`src/design/sliding_window_accel_features_defines.svh`:
```
// assertion macros for the sliding window accelerometer feature block
`ifndef SLIDING_WINDOW_ACCEL_FEATURES_DEFINES_SVH
`define SLIDING_WINDOW_ACCEL_FEATURES_DEFINES_SVH
`ifndef SYNTHESIS
// same-cycle implication, checked out of reset
`define SWAF_ASSERT_IMP(lbl, ante, cons) \
    lbl: assert property (@(posedge clk) disable iff (!rst_n) (ante) |-> (cons)) \
        else $error("assertion failed");
// next-cycle implication, checked out of reset
`define SWAF_ASSERT_NXT(lbl, ante, cons) \
    lbl: assert property (@(posedge clk) disable iff (!rst_n) (ante) |=> (cons)) \
        else $error("assertion failed");
`else
`define SWAF_ASSERT_IMP(lbl, ante, cons)
`define SWAF_ASSERT_NXT(lbl, ante, cons)
`endif
`endif

```
`src/design/swaf_div.sv`:
```
// bit-serial restoring divider, one quotient bit per cycle
module swaf_div #(
    parameter int DW = 48,
    parameter int VW = 15
) (
    input  logic          clk,
    input  logic          rst_n,
    input  logic          start,
    input  logic [DW-1:0] dividend,
    input  logic [VW-1:0] divisor,
    output logic          done,
    output logic [DW-1:0] quotient
);

    localparam int CNT_W = $clog2(DW);

    logic             busy_reg, busy_next;
    logic             done_reg, done_next;
    logic [CNT_W-1:0] cnt_reg, cnt_next;
    logic [DW-1:0]    dvd_reg, dvd_next;
    logic [DW-1:0]    quo_reg, quo_next;
    logic [VW-1:0]    dvs_reg, dvs_next;
    logic [VW-1:0]    rem_reg, rem_next;
    logic [VW:0]      trial;
    logic [VW:0]      diff;
    logic             ge;

    assign trial = {rem_reg, dvd_reg[DW-1]};
    assign ge    = (trial >= {1'b0, dvs_reg});
    assign diff  = trial - {1'b0, dvs_reg};

    always_comb
    begin
        busy_next = busy_reg;
        done_next = 1'b0;
        cnt_next  = cnt_reg;
        dvd_next  = dvd_reg;
        quo_next  = quo_reg;
        dvs_next  = dvs_reg;
        rem_next  = rem_reg;
        if (start)
        begin
            busy_next = 1'b1;
            cnt_next  = '0;
            dvd_next  = dividend;
            dvs_next  = divisor;
            rem_next  = '0;
            quo_next  = '0;
        end
        else if (busy_reg)
        begin
            rem_next = ge ? diff[VW-1:0] : trial[VW-1:0];
            quo_next = {quo_reg[DW-2:0], ge};
            dvd_next = {dvd_reg[DW-2:0], 1'b0};
            cnt_next = cnt_reg + CNT_W'(1);
            if (cnt_reg == CNT_W'(DW - 1))
            begin
                busy_next = 1'b0;
                done_next = 1'b1;
            end
        end
    end

    always_ff @(posedge clk or negedge rst_n)
    begin
        if (!rst_n)
        begin
            busy_reg <= 1'b0;
            done_reg <= 1'b0;
        end
        else
        begin
            busy_reg <= busy_next;
            done_reg <= done_next;
        end
    end

    always_ff @(posedge clk)
    begin
        cnt_reg <= cnt_next;
        dvd_reg <= dvd_next;
        quo_reg <= quo_next;
        dvs_reg <= dvs_next;
        rem_reg <= rem_next;
    end

    assign done     = done_reg;
    assign quotient = quo_reg;

endmodule

```
`config.mk`:
```
export PLATFORM = sky130hd
export DESIGN_NAME = swaf_div
export DESIGN_NICKNAME = d
export VERILOG_FILES = /design/src/design/sliding_window_accel_features_defines.svh /design/src/design/swaf_div.sv
export SDC_FILE = /design/constraint.sdc
export NUM_CORES = 1
export LEC_CHECK = 0
export ABC_AREA = 0
export BUFFER_PORTS_ARGS = -buffer_cell sky130_fd_sc_hd__buf_2
export CAP_MARGIN = 20
export CORE_MARGIN = 3
export CORE_UTILIZATION = 35
export CTS_CLUSTER_SIZE = 16
export DETAILED_ROUTE_END_ITERATION = 8
export PLACE_DENSITY = 0.62
export SETUP_SLACK_MARGIN = 0.1
export SYNTH_ARGS = -nofsm -noshare
export SYNTH_HDL_FRONTEND = slang
export SYNTH_SLANG_ARGS = --single-unit
```
`constraint.sdc`:
```
create_clock -name clk -period 2.95 [get_ports clk]
set_clock_uncertainty 0.15 [all_clocks]
set_input_delay 0.295 -clock clk [delete_from_list [all_inputs] [get_ports clk]]
set_output_delay 0.295 -clock clk [all_outputs]
set_load 0.01 [all_outputs]
```
==> flow_summary.toml <==
[clock_network]
cts_root_buf = "clkbuf_16"
numClockSinks = 134
cts_setup_buffers = 0
ctsLongestPathBuffers = 2
cts_made_buffers = 17
hold_buffers = 16
insertion_delay_ns = 0.41
htree_num_levels = 4
postCtsResizedCells = 0
clkSlewWorstSetupHoldPaths_ns = 0.06
cts_tree = "built"

[route]
top_layer = "met5"
initialDrtViolationCount = 191
drc_errors = 0
wl_met2_mm = 5.96
num_vias = 4176
firstDrtPassIters = 5
antenna_left = 0
viasPerCell = 4.83
route.met3.wl_um = 792
wl_per_cell_um = 14.6
wl_met1_mm = 5.62
wl_mm = 12.6

[synth]
async_reset_ff_share_pct = 1.49
synth_area_sq_um = 5980
ys_top_cells_by_area = "edfxtp_1 32%, dfxtp_1 23%, mux2i_1 9.9%"
synth-edff-count = 63
syn_inst = 501
mappedNetlistNets = 584
synth_area_per_cell_sq_um = 11.9
synth_ff_type = "dfxtp_1"
synth.largest_area_cell = "edfxtp_1"
yosysWarnings = 0
ys_ff_latch = 134
ys_seq_area_share_pct = 55.5
synth_top_area_share_pct = 31.6
synth_cell_types = 56

[timing]
maxSlewHeadroom_pct = 46.3
fmax_mhz = 389
finalWorstPathRequiredPeriod_ns = 2.57
worst_pin_slew_ns = 0.800
hold_viol_final = 0
rsz0062_at_grt = "no"
finalCritPeriodShare_pct = 87.2
finalSetupTns_ns = 0
drv_slew = 0
finalSetupViolations = 0

[min_path]
hold_path.class = "input pin to flip-flop"

[global_routing]
grt_pass1_vias = 4093
grt-ovfl-total = 0
grt_pass1_wl_mm = 19.8
grt_max_degree = 75
grt_usage_pct = 13.6
antenna_found_initial = 2

[setup_path]
cpPeakStageDelay_ns = 0.40
regToRegEndpoint = "rem_reg[8]$_SDFFE_PP0P_"
start_kind = "flip-flop"
critPathKind = "flip-flop to flip-flop"
r2r-start = "dvd_reg[47]$_DFFE_PP_"
cp_data_arrival_time_ns = 2.68
cp_slowest_cell = "fa_1"
crit_chain = "inv_1 -> ha_1 -> fa_1 -> nand2b_1 -> a21oi_1 -> o211ai_2 -> a31oi_4 -> buf_4 -> mux2i_1 -> a211oi_1"
crit_start = "dvd_reg[47]$_DFFE_PP_"
endpoint_kind = "flip-flop"
rr_worst_depth = 10
worstPathRequired_ns = 3.05
cp-endpoint = "rem_reg[8]$_SDFFE_PP0P_"
crit_fanout = 14
reg2reg_slack_ns = 0.38

[floorplan]
pin_count = 115
core_area_sq_um = 16600
initial_core_util_pct = 36.0
fp.dieH_um = 137
die-area_sq_um = 18700
rows = 47
fp.dieW_um = 137

[flow_run]
maxCapViolCount = 0

[pwr]
power_uw = 4220
power_density_nw_per_um2 = 567
leakage_uw = 0.00346
ir_worst_vdd_mv = 0.399

[status]
status = "complete, no violations"

[layout]
syn2layout_area_growth_pct = 24.5
nets = 715
insertedDiodeCount = 0
drive_above_1_share_pct = 32.1

[placed_design]
io_buffer_count = 114
gp_congestion = 0.776
dp_hpwl_mm = 8.57
-- metrics by stage --
step	setup WS (ns)	hold slack, ns	util (%)	area (sq um)	instances
finish	0.378	0.0304	44.7	7450	865
global route	0.165	0.00796	44.7	7450	865
CTS	0.365	0.0134	44.7	7450	865
detailed placement	0.375	-0.0682	40.8	6790	817
global placement	0.461	-0.0697	40.8	6790	817
floorplan	0.585	-0.151	-	5980	501
-- synthesized netlist by cell type, types with 2 or more instances --
master	count
nor3b_1	2
o31ai_1	2
mux2_2	48
edfxtp_1	63
o211ai_2	2
a211oi_1	8
mux2i_1	59
clkbuf_1	13
nor2_1	69
a21o_1	3
buf_4	2
a22o_1	2
o221ai_1	2
dfxtp_1	69
dfrtp_1	2
nand3_1	5
buf_2	4
nor3_1	4
nand2b_1	2
o21ai_0	14
inv_1	19
a21oi_1	13
ha_1	16
nand2_2	2
a31o_2	2
and2_1	3
and3_1	3
xnor2_1	4
nand2_1	18
or3_1	2
o21bai_1	2
a311oi_1	2
xor2_1	8
nand4_1	2
nor2b_1	2
buf_1	5
a31oi_1	4
-- metal layers --
metal	vias up	GRT usage, %
met5	-	0
met1	1996	16.8
met2	85	21.4
met3	22	5.63
li1	2069	-
met4	4	4.76
-- worst max-delay path, delay by kind of cell, from the launching register on --
kind | cells | cell delay (ns)
adders and majority gates | 2 | 0.62
and+or+nand+nor | 1 | 0.19
muxes | 1 | 0.22
buffers and inverters | 2 | 0.28
AOI/OAI and AO/OA | 4 | 0.62
DFF | 1 | 0.32
-- layout by cell type (no fill, tap or decap), types with 3 or more instances in the layout --
| cell | n |
|---|---|
| a21oi_1 | 13 |
| clkinv_1 | 4 |
| nand2_1 | 18 |
| a31oi_1 | 4 |
| clkbuf_1 | 4 |
| xnor2_1 | 4 |
| dfxtp_1 | 69 |
| mux2_2 | 48 |
| xor2_1 | 8 |
| buf_4 | 7 |
| o21ai_0 | 14 |
| inv_1 | 18 |
| edfxtp_1 | 63 |
| buf_2 | 113 |
| nor3_1 | 4 |
| clkbuf_16 | 17 |
| a21o_1 | 3 |
| and3_1 | 3 |
| clkinv_2 | 5 |
| dlygate4sd3_1 | 16 |
| mux2i_1 | 59 |
| a211oi_1 | 8 |
| nand3_1 | 5 |
| ha_1 | 16 |
| and2_1 | 3 |
| nor2_1 | 69 |
-- worst min path at each step --
stage | start | end | slack [ns] | depth (start not counted)
2_1_floorplan | rst_n | busy_reg$_DFF_PN0_ | -0.15 | 0
3_3_place_gp | rst_n | done$_DFF_PN0_ | -0.07 | 1
3_5_place_dp | rst_n | done$_DFF_PN0_ | -0.07 | 1
4_1_cts | dividend[38] | dvd_reg[38]$_DFFE_PP_ | 0.01 | 2
5_1_grt | dividend[43] | dvd_reg[43]$_DFFE_PP_ | 0.008 | 2
6_report | dividend[21] | dvd_reg[21]$_DFFE_PP_ | 0.03 | 2
-- power breakdown --
part	internal [uW]	total, uW	switching (uW)
clock	1060	1830	773
sequential	2050	2080	30.1
combinational	164	312	148
total	3270	4220	951
-- cells by family (layout without fill, tap and decap cells) --
group | count (synthesis) | in the layout | synth area share (%)
AOI/OAI and AO/OA | 64 | 64 | 7.53
xor gates and xnor gates | 12 | 12 | 1.76
DFF | 134 | 134 | 55.5
buffers and inverters | 44 | 188 | 3.09
muxes | 107 | 107 | 18.9
and+or+nand+nor | 123 | 123 | 9.49
adders and majority gates | 17 | 17 | 3.68
-- final cells by class --
cell class                 count  area, sq um
clock buffer                  21          440
clock inverter                11         60.1
fill                        1551         9200
inverter                      19         71.3
multi-input combinational    323         2470
sequential                   134         3330
tap                          220          275
timing repair buffer         137          798
No activity file was read; power rests on OpenSTA's default activity.
