## src/design/sliding_window_accel_features_defines.svh

```systemverilog
// assertion macros for the sliding window accelerometer feature block
`ifndef SLIDING_WINDOW_ACCEL_FEATURES_DEFINES_SVH
`define SLIDING_WINDOW_ACCEL_FEATURES_DEFINES_SVH
`ifndef SYNTHESIS
// same-cycle implication, checked out of reset
`define SWAF_ASSERT_IMP(lbl, ante, cons) \
    lbl: assert property (@(posedge clk) disable iff (!rst_n) (ante) |-> (cons)) \
        else $error("assertion failed");
// next-cycle implication, checked out of reset
`define SWAF_ASSERT_NXT(lbl, ante, cons) \
    lbl: assert property (@(posedge clk) disable iff (!rst_n) (ante) |=> (cons)) \
        else $error("assertion failed");
`else
`define SWAF_ASSERT_IMP(lbl, ante, cons)
`define SWAF_ASSERT_NXT(lbl, ante, cons)
`endif
`endif

```

## src/design/swaf_mul.sv

```systemverilog
// bit-serial shift-add multiplier, one multiplier bit per cycle
module swaf_mul #(
    parameter int A_W = 39,
    parameter int B_W = 24
) (
    input  logic               clk,
    input  logic               rst_n,
    input  logic               start,
    input  logic [A_W-1:0]     a,
    input  logic [B_W-1:0]     b,
    output logic               done,
    output logic [A_W+B_W-1:0] prod
);

    localparam int P_W   = A_W + B_W;
    localparam int CNT_W = $clog2(B_W);

    logic             busy_reg, busy_next;
    logic             done_reg, done_next;
    logic [CNT_W-1:0] cnt_reg, cnt_next;
    logic [P_W-1:0]   mcand_reg, mcand_next;
    logic [B_W-1:0]   mplier_reg, mplier_next;
    logic [P_W-1:0]   acc_reg, acc_next;
    logic             last;

    assign last = (cnt_reg == CNT_W'(B_W - 1));

    always_comb
    begin
        busy_next   = busy_reg;
        done_next   = 1'b0;
        cnt_next    = cnt_reg;
        mcand_next  = mcand_reg;
        mplier_next = mplier_reg;
        acc_next    = acc_reg;
        if (start)
        begin
            busy_next   = 1'b1;
            cnt_next    = '0;
            mcand_next  = {{B_W{1'b0}}, a};
            mplier_next = b;
            acc_next    = '0;
        end
        else if (busy_reg)
        begin
            if (mplier_reg[0])
            begin
                acc_next = acc_reg + mcand_reg;
            end
            mcand_next  = {mcand_reg[P_W-2:0], 1'b0};
            mplier_next = {1'b0, mplier_reg[B_W-1:1]};
            cnt_next    = cnt_reg + CNT_W'(1);
            if (last)
            begin
                busy_next = 1'b0;
                done_next = 1'b1;
            end
        end
    end

    always_ff @(posedge clk or negedge rst_n)
    begin
        if (!rst_n)
        begin
            busy_reg <= 1'b0;
            done_reg <= 1'b0;
        end
        else
        begin
            busy_reg <= busy_next;
            done_reg <= done_next;
        end
    end

    always_ff @(posedge clk)
    begin
        cnt_reg    <= cnt_next;
        mcand_reg  <= mcand_next;
        mplier_reg <= mplier_next;
        acc_reg    <= acc_next;
    end

    assign done = done_reg;
    assign prod = acc_reg;

endmodule

```

## config.mk

```make
export PLATFORM = sky130hd
export DESIGN_NAME = swaf_mul
export DESIGN_NICKNAME = d
export VERILOG_FILES = /design/src/design/sliding_window_accel_features_defines.svh /design/src/design/swaf_mul.sv
export SDC_FILE = /design/constraint.sdc
export NUM_CORES = 1
export LEC_CHECK = 0
export BUFFER_PORTS_ARGS = -buffer_cell sky130_fd_sc_hd__buf_2
export CAP_MARGIN = 20
export CELL_PAD_IN_SITES_DETAIL_PLACEMENT = 2
export CELL_PAD_IN_SITES_GLOBAL_PLACEMENT = 2
export CORE_MARGIN = 1.5
export CORE_UTILIZATION = 41
export CTS_BUF_LIST = sky130_fd_sc_hd__clkbuf_8
export CTS_CLUSTER_SIZE = 8
export DETAILED_ROUTE_END_ITERATION = 8
export PLACE_DENSITY_LB_ADDON = 0.1
export SLEW_MARGIN = 40
export SYNTH_ARGS = -nofsm -noshare
export SYNTH_HDL_FRONTEND = slang
export SYNTH_SLANG_ARGS = --single-unit
```

## constraint.sdc

```tcl
create_clock -name clk -period 7.7 [get_ports clk]
set_input_delay 1.54 -clock clk [delete_from_list [all_inputs] [get_ports clk]]
set_output_delay 1.54 -clock clk [all_outputs]
set_load 0.05 [all_outputs]
```

==> run_results.csv, run 1 <==
group,metric,value,unit
setup_path,crit_type,"reg -> reg",
sta,finalCriticalPeriod,3660,ps
synthesis,syn-instance-count,1008,
synthesis,synth_edf_count,63,
synthesis,yosysTopAreaCellShare,19.58,%
placed_design,gp_congestion,0.8089,
routing,vias,8186,
routing,drc,0,
synthesis,synth_cell_type_count,74,
synthesis,synth-main-ff-cell,"dfxtp_1",
power_and_ir_drop,swShare,43.27,%
clock_tree,cts_buffer_depth,2,
synthesis,synth_top_area_cell,"edfxtp_1",
grt,first_global_vias,8874,
power_and_ir_drop,peakVddDrop,132.1,µV
synthesis,ys_ff_latch,157,
sta,fin_skew,26.77,ps
final_layout,final_net_count,1232,
placed_design,dpl.hpwl,21950,µm
synthesis,ys_seq_area_share,39.17,%
power_and_ir_drop,p_seq_share,37.2,%
synthesis,synth_warnings,0,
routing,drt-pass1-iter-count,4,
setup_path,end_kind,"flop",
synthesis,syn_area,0.009661,mm²
clock_tree,cts_buffers,17,
setup_path,required,8070,ps
power_and_ir_drop,internal_power,1.570,mW
die,die_x,156.5,µm
synthesis,syn_avg_cell_area,9.584,µm²
power_and_ir_drop,pwr-share-clk,24.3,%
grt,grt_max_degree,144,
die,core,0.02285,mm²
routing,wl_per_cell,20.90,µm
routing,antenna_left,0,
routing,wl,29840,µm
final_layout,design_area,0.01084,mm²
routing,drt-initial-drc-count,277,
placed_design,portBuffers,129,
clock_tree,cts_root_buf,"clkbuf_8",
status,status,"completed",
final_layout,fill_cells,2493,
grt,grt_pass1_wl,47720,µm
sta,fmax,0.2732,GHz
die,rows,55,
final_layout,n_antenna_cell,0,
grt,track_usage,25.00,%
synthesis,synthTopCellsByArea,"edfxtp_1 (20%), dfxtp_1 (19%), ha_1 (8.2%), mux2_2 (7.1%), nand2_1 (5.4%)",
power_and_ir_drop,switchingPower,1.198,mW
sta,relSlewSlack,51.66,%
final_layout,multi_input_area,0.005493,mm²
clock_tree,postCtsSetupRepairBufs,0,
sta,setup_viol,0,
clock_tree,cts_max_level,4,
final_layout,syn_to_final_growth,12.17,%
clock_tree,cts_num_sinks,157,
final_layout,instances_no_fill,1428,
sta,hold_viol,0,
placed_design,place_area,0.01040,mm²
final_layout,drive_gt1_share,23.05,%
setup_path,crit_path_start_kind,"flop",
sta,tightest_slew,725.0,ps
run,drv_cap,0,
power_and_ir_drop,power_frac_comb,38.5,%
sta,finalCritPeriodShare,47.53,%
hold_path,hold_path_class,"reg -> reg",
grt,grt-ovfl-total,0,
final_layout,regArea,0.003784,mm²
die,dieHeight,156.5,µm
synthesis,synth_common_cells,"nand2_1 (140), a21oi_1 (102), dfxtp_1 (92)",
sta,rsz0062_at_grt,"false",
power_and_ir_drop,power_density,255.4,mW/mm²
routing,viasPerCell,5.732,
synthesis,synthArstFlopShare,1.274,%
setup_path,path_max_fanout,6,
die,io_pins,130,
setup_path,arrival,4030,ps
clock_tree,clk_pin_slew,120,ps
grt,antenna_found_initial,0,
power_and_ir_drop,leakagePower,5.014,nW
die,start_util,42.28,%
synthesis,yosysMostFrequentCell,"nand2_1",
sta,setup_tns,0,ps
clock_tree,cts_resized,0,
clock_tree,insertion_delay,490,ps
clock_tree,cts_hold_buf,0,
sta,final-max-slew-violation-count,0,
placed_design,place_inst,1396,
die,dieArea,0.02449,mm²
clock_tree,cts_tree,"yes",
synthesis,synth.net_count,1138,
==> final timing paths <==
kind	slack, ps	cells after the start	from	end
worst max-delay path	4040	12	mcand_reg[0]	prod[30]
worst min-delay path	480	2	prod[27]	prod[27]
worst max register to register	4040	12	mcand_reg[0]	prod[30]
worst min register to register	480	2	prod[27]	prod[27]
max in group asynchronous	6740	1	rst_n	busy_reg
min in group asynchronous	850	1	rst_n	done
==> cells by family after synthesis <==
group,count (synthesis),synth area share [%]
multiplexers,86,9.701
XOR/XNOR,58,5.258
adder cells (fa/ha/maj),64,8.367
buffers and inverters,68,4.144
AO/OA/AOI/OAI,280,19.47
AND/OR/NAND/NOR,295,13.90
flip-flops,157,39.17
==> critical path: stages (launching register included) <==
cell      delay (ps)
edfxtp_1         420
ha_1             230
fa_1             460
a211oi_1         330
nor2_1           180
o211ai_1         350
a21oi_1          150
a31oi_1          360
o21ai_1          190
a21oi_2          360
o31ai_1          150
xor2_1           160
a22o_1           210
==> layout by cell type, fill, tap and decap left out, types with 12 or more instances in the layout <==
cell,synthesis,final
nand2_1,140,139
buf_2,5,128
a21oi_1,102,102
dfxtp_1,92,92
nor2_1,68,67
ha_1,63,63
edfxtp_1,63,63
mux2_2,61,61
a21o_1,45,45
xor2_1,29,29
xnor2_1,29,29
o21ai_0,28,28
mux2i_1,25,25
nand4_1,21,21
clkbuf_8,4,17
a22o_1,13,13
a31oi_1,12,12
==> layout make-up <==
| class | instances | area share, % |
|---|---|---|
| Sequential cell | 157 | 34.92 |
| Inverter | 9 | 0.3117 |
| Clock inverter | 15 | 1.836 |
| Multi-Input combinational cell | 783 | 50.69 |
| Tap cell | 313 | 3.614 |
| Clock buffer | 17 | 2.159 |
| Timing Repair Buffer | 134 | 6.477 |
==> per-layer routing <==
metal | wire length [µm] | global-route usage, %
met5 | 0 | 0
met4 | 700 | 9.070
met3 | 867 | 3.489
met2 | 14900 | 44.06
met1 | 13380 | 31.03
==> power by group through the flow <==
stage,registers (mW),logic [mW],clock network (mW)
after floorplan,1.20,0.644,0
after global placement,1.04,1.03,0
after global routing,1.04,1.16,0.722
after detailed placement,1.05,1.05,0
final,1.03,1.07,0.674
after CTS,1.03,1.07,0.692
==> through the flow <==
step | util (%) | setup WS, ps | total power [mW] | hold WS, ps
after global routing | 47.43 | 3796 | 2.926 | 504.4
after detailed placement | 45.50 | 4104 | 2.104 | 470.3
after floorplan | - | 4524 | 1.847 | 479.3
final | 47.43 | 4040 | 2.768 | 481.0
after CTS | 47.39 | 4011 | 2.790 | 484.3
after global placement | 45.47 | 4142 | 2.071 | 457.5
Note: power is estimated with default switching activity, not from simulation.
==> inputs of run 2 (changes only) <==
CORE_UTILIZATION = 34   (was 41)
clock period = 3.1 ns   (was 7.7 ns; I/O delays follow)
==> run 2 against run 1 <==
Compared with the run above: the run now ends with negative setup slack left; critical endpoint is now prod[59]; clock power increased by 150%; sequential cell count unchanged; hold slack got worse by 68 ps; fmax increased by 13%; core utilization decreased by 1.8 points.
==> run_results.csv, run 2 (same netlist as run 1, synthesis figures left out) <==
group,metric,value,unit
final_layout,final_util,45.59,%
setup_path,slowest_delay,510,ps
clock_tree,cts_root_buf,"clkbuf_8",
setup_path,required,3510,ps
placed_design,place_area,0.01152,mm²
die,dieArea,0.02943,mm²
setup_path,arrival,3660,ps
setup_path,crit_top_cell,"a2111oi_4",
setup_path,path_buf_inv,1,
die,core,0.02786,mm²
sta,relSlewSlack,55.26,%
die,start_util,34.68,%
final_layout,n_antenna_cell,0,
status,status,"complete, but fails checks",
final_layout,design_area,0.01270,mm²
placed_design,dpl.hpwl,23590,µm
routing,wl,33480,µm
power_and_ir_drop,leakagePower,5.870,nW
final_layout,fill_cells,3028,
setup_path,crit_type,"reg -> reg",
sta,finalCriticalPeriod,3251,ps
sta,hold_viol,0,
sta,setup_tns,-401.3,ps
grt,first_global_vias,9451,
final_layout,final_cell_mix,"buf_4 (160), nand2_1 (136), buf_2 (128), a21oi_1 (90), dfxtp_1 (89)",
placed_design,gp_congestion,0.7984,
die,dieHeight,171.6,µm
grt,grt_max_degree,102,
final_layout,drive_gt1_share,38.45,%
setup_path,path_max_fanout,3,
clock_tree,clk_pin_slew,110,ps
clock_tree,cts_buffers,17,
sta,rsz0062_at_grt,"true",
grt,grt-ovfl-total,0,
sta,finalCritPeriodShare,104.9,%
power_and_ir_drop,peakVddDrop,302.4,µV
routing,wl_per_cell,20.23,µm
grt,grt_pass1_wl,51570,µm
routing,drt-initial-drc-count,286,
sta,fin_skew,26.36,ps
sta,layout_setup_ws,-150.6,ps
setup_path,critical-path-top-delay-family,"compound AO/OA/AOI/OAI gates",
setup_path,crit_slowest_cell,"a2111oi_4",
grt,antenna_found_initial,0,
clock_tree,insertion_delay,500,ps
sta,setup_viol,4,
routing,vias,8729,
final_layout,multi_input_area,0.006046,mm²
routing,drc,0,
final_layout,final_net_count,1394,
grt,track_usage,22.73,%
final_layout,mostFrequentLayoutCell,"buf_4",
routing,drt-pass1-iter-count,4,
status,violations,"negative setup slack",
clock_tree,cts_num_sinks,157,
final_layout,syn_to_final_growth,31.47,%
setup_path,path_cells,"ha_1 -> and2_2 -> nand3_2 -> a21o_1 -> buf_6 -> a311oi_4 -> o211ai_2 -> a2111oi_4 -> o21ai_4 -> a2111oi_4 -> o21ai_1 -> a32o_1",
die,io_pins,130,
hold_path,hold_path_class,"in -> reg",
die,die_x,171.6,µm
final_layout,regArea,0.003787,mm²
sta,holdWs,413.5,ps
placed_design,portBuffers,129,
routing,antenna_left,0,
setup_path,crit_path_start_kind,"flop",
sta,tightest_slew,671.1,ps
clock_tree,cts_max_level,4,
clock_tree,cts_buffer_depth,2,
placed_design,pre_cts_ws,-300.8,ps
sta,fmax,0.3076,GHz
die,rows,61,
power_and_ir_drop,power_density,621.9,mW/mm²
setup_path,end_kind,"flop",
run,drv_cap,0,
clock_tree,cts_tree,"yes",
sta,final-max-slew-violation-count,0,
routing,viasPerCell,5.274,
## run 2: cell types whose count changed in the layout (fill, tap and decap cells not counted), moves of 8 or more
cell     change
a21oi_1     -12
ha_1        -17
a21oi_2     +11
ha_4        +16
o21ai_0      -8
buf_4      +156
## run 2: cell type report
cell class | count | area share, %
clock buffer | 18 | 1.951
inverter | 9 | 0.2660
clock inverter | 14 | 1.300
tap | 378 | 3.724
sequential | 157 | 29.82
multi-input combinational | 783 | 47.60
timing repair buffer | 296 | 15.34
## run 2: repair_timing
item,CTS,global route
hold endpoints to repair,2,0
buffers inserted,11,13
pin swaps,9,29
resized for setup,41,55
gates cloned,0,0
setup endpoints to repair,22,27
hold buffers,1,0
## run 2: metrics by stage
stage | cells | power, mW
floorplan | 1008 | 4.589
global placement | 1598 | 5.773
detailed placement | 1598 | 5.863
CTS | 1642 | 7.749
global route | 1655 | 8.354
finish | 1655 | 7.899
## run 2: routing by layer
layer | vias to the layer above | part of all wire (%) | wire length (µm) | GRT usage, %
li1 | 4204 | - | - | -
met3 | 34 | 2.7 | 893 | 3.474
met4 | 0 | 1.4 | 476 | 6.217
met1 | 4367 | 43 | 14480 | 27.32
met5 | - | 0 | 0 | 0
met2 | 124 | 53 | 17630 | 41.77
## run 2: path summary, 6_finish.rpt
| check | start | endpoint | slack [ps] | depth (start not counted) |
|---|---|---|---|---|
| worst max-delay path | mcand_reg[4] | prod[59] | -150 | 12 |
| worst min-delay path | a[7] | mcand_reg[7] | 410 | 2 |
| worst max register to register | mcand_reg[4] | prod[59] | -150 | 12 |
| worst min register to register | prod[43] | prod[43] | 480 | 2 |
| max in group asynchronous | rst_n | busy_reg | 2540 | 2 |
| min in group asynchronous | rst_n | done | 450 | 2 |
## run 2: report_power, final
part	leakage, nW	total (mW)	internal, mW	switching (mW)
clock	0.207	1.68	0.703	0.975
combinational	4.22	3.65	1.54	2.11
sequential	1.45	2.57	2.38	0.188
total	5.87	7.90	4.62	3.28
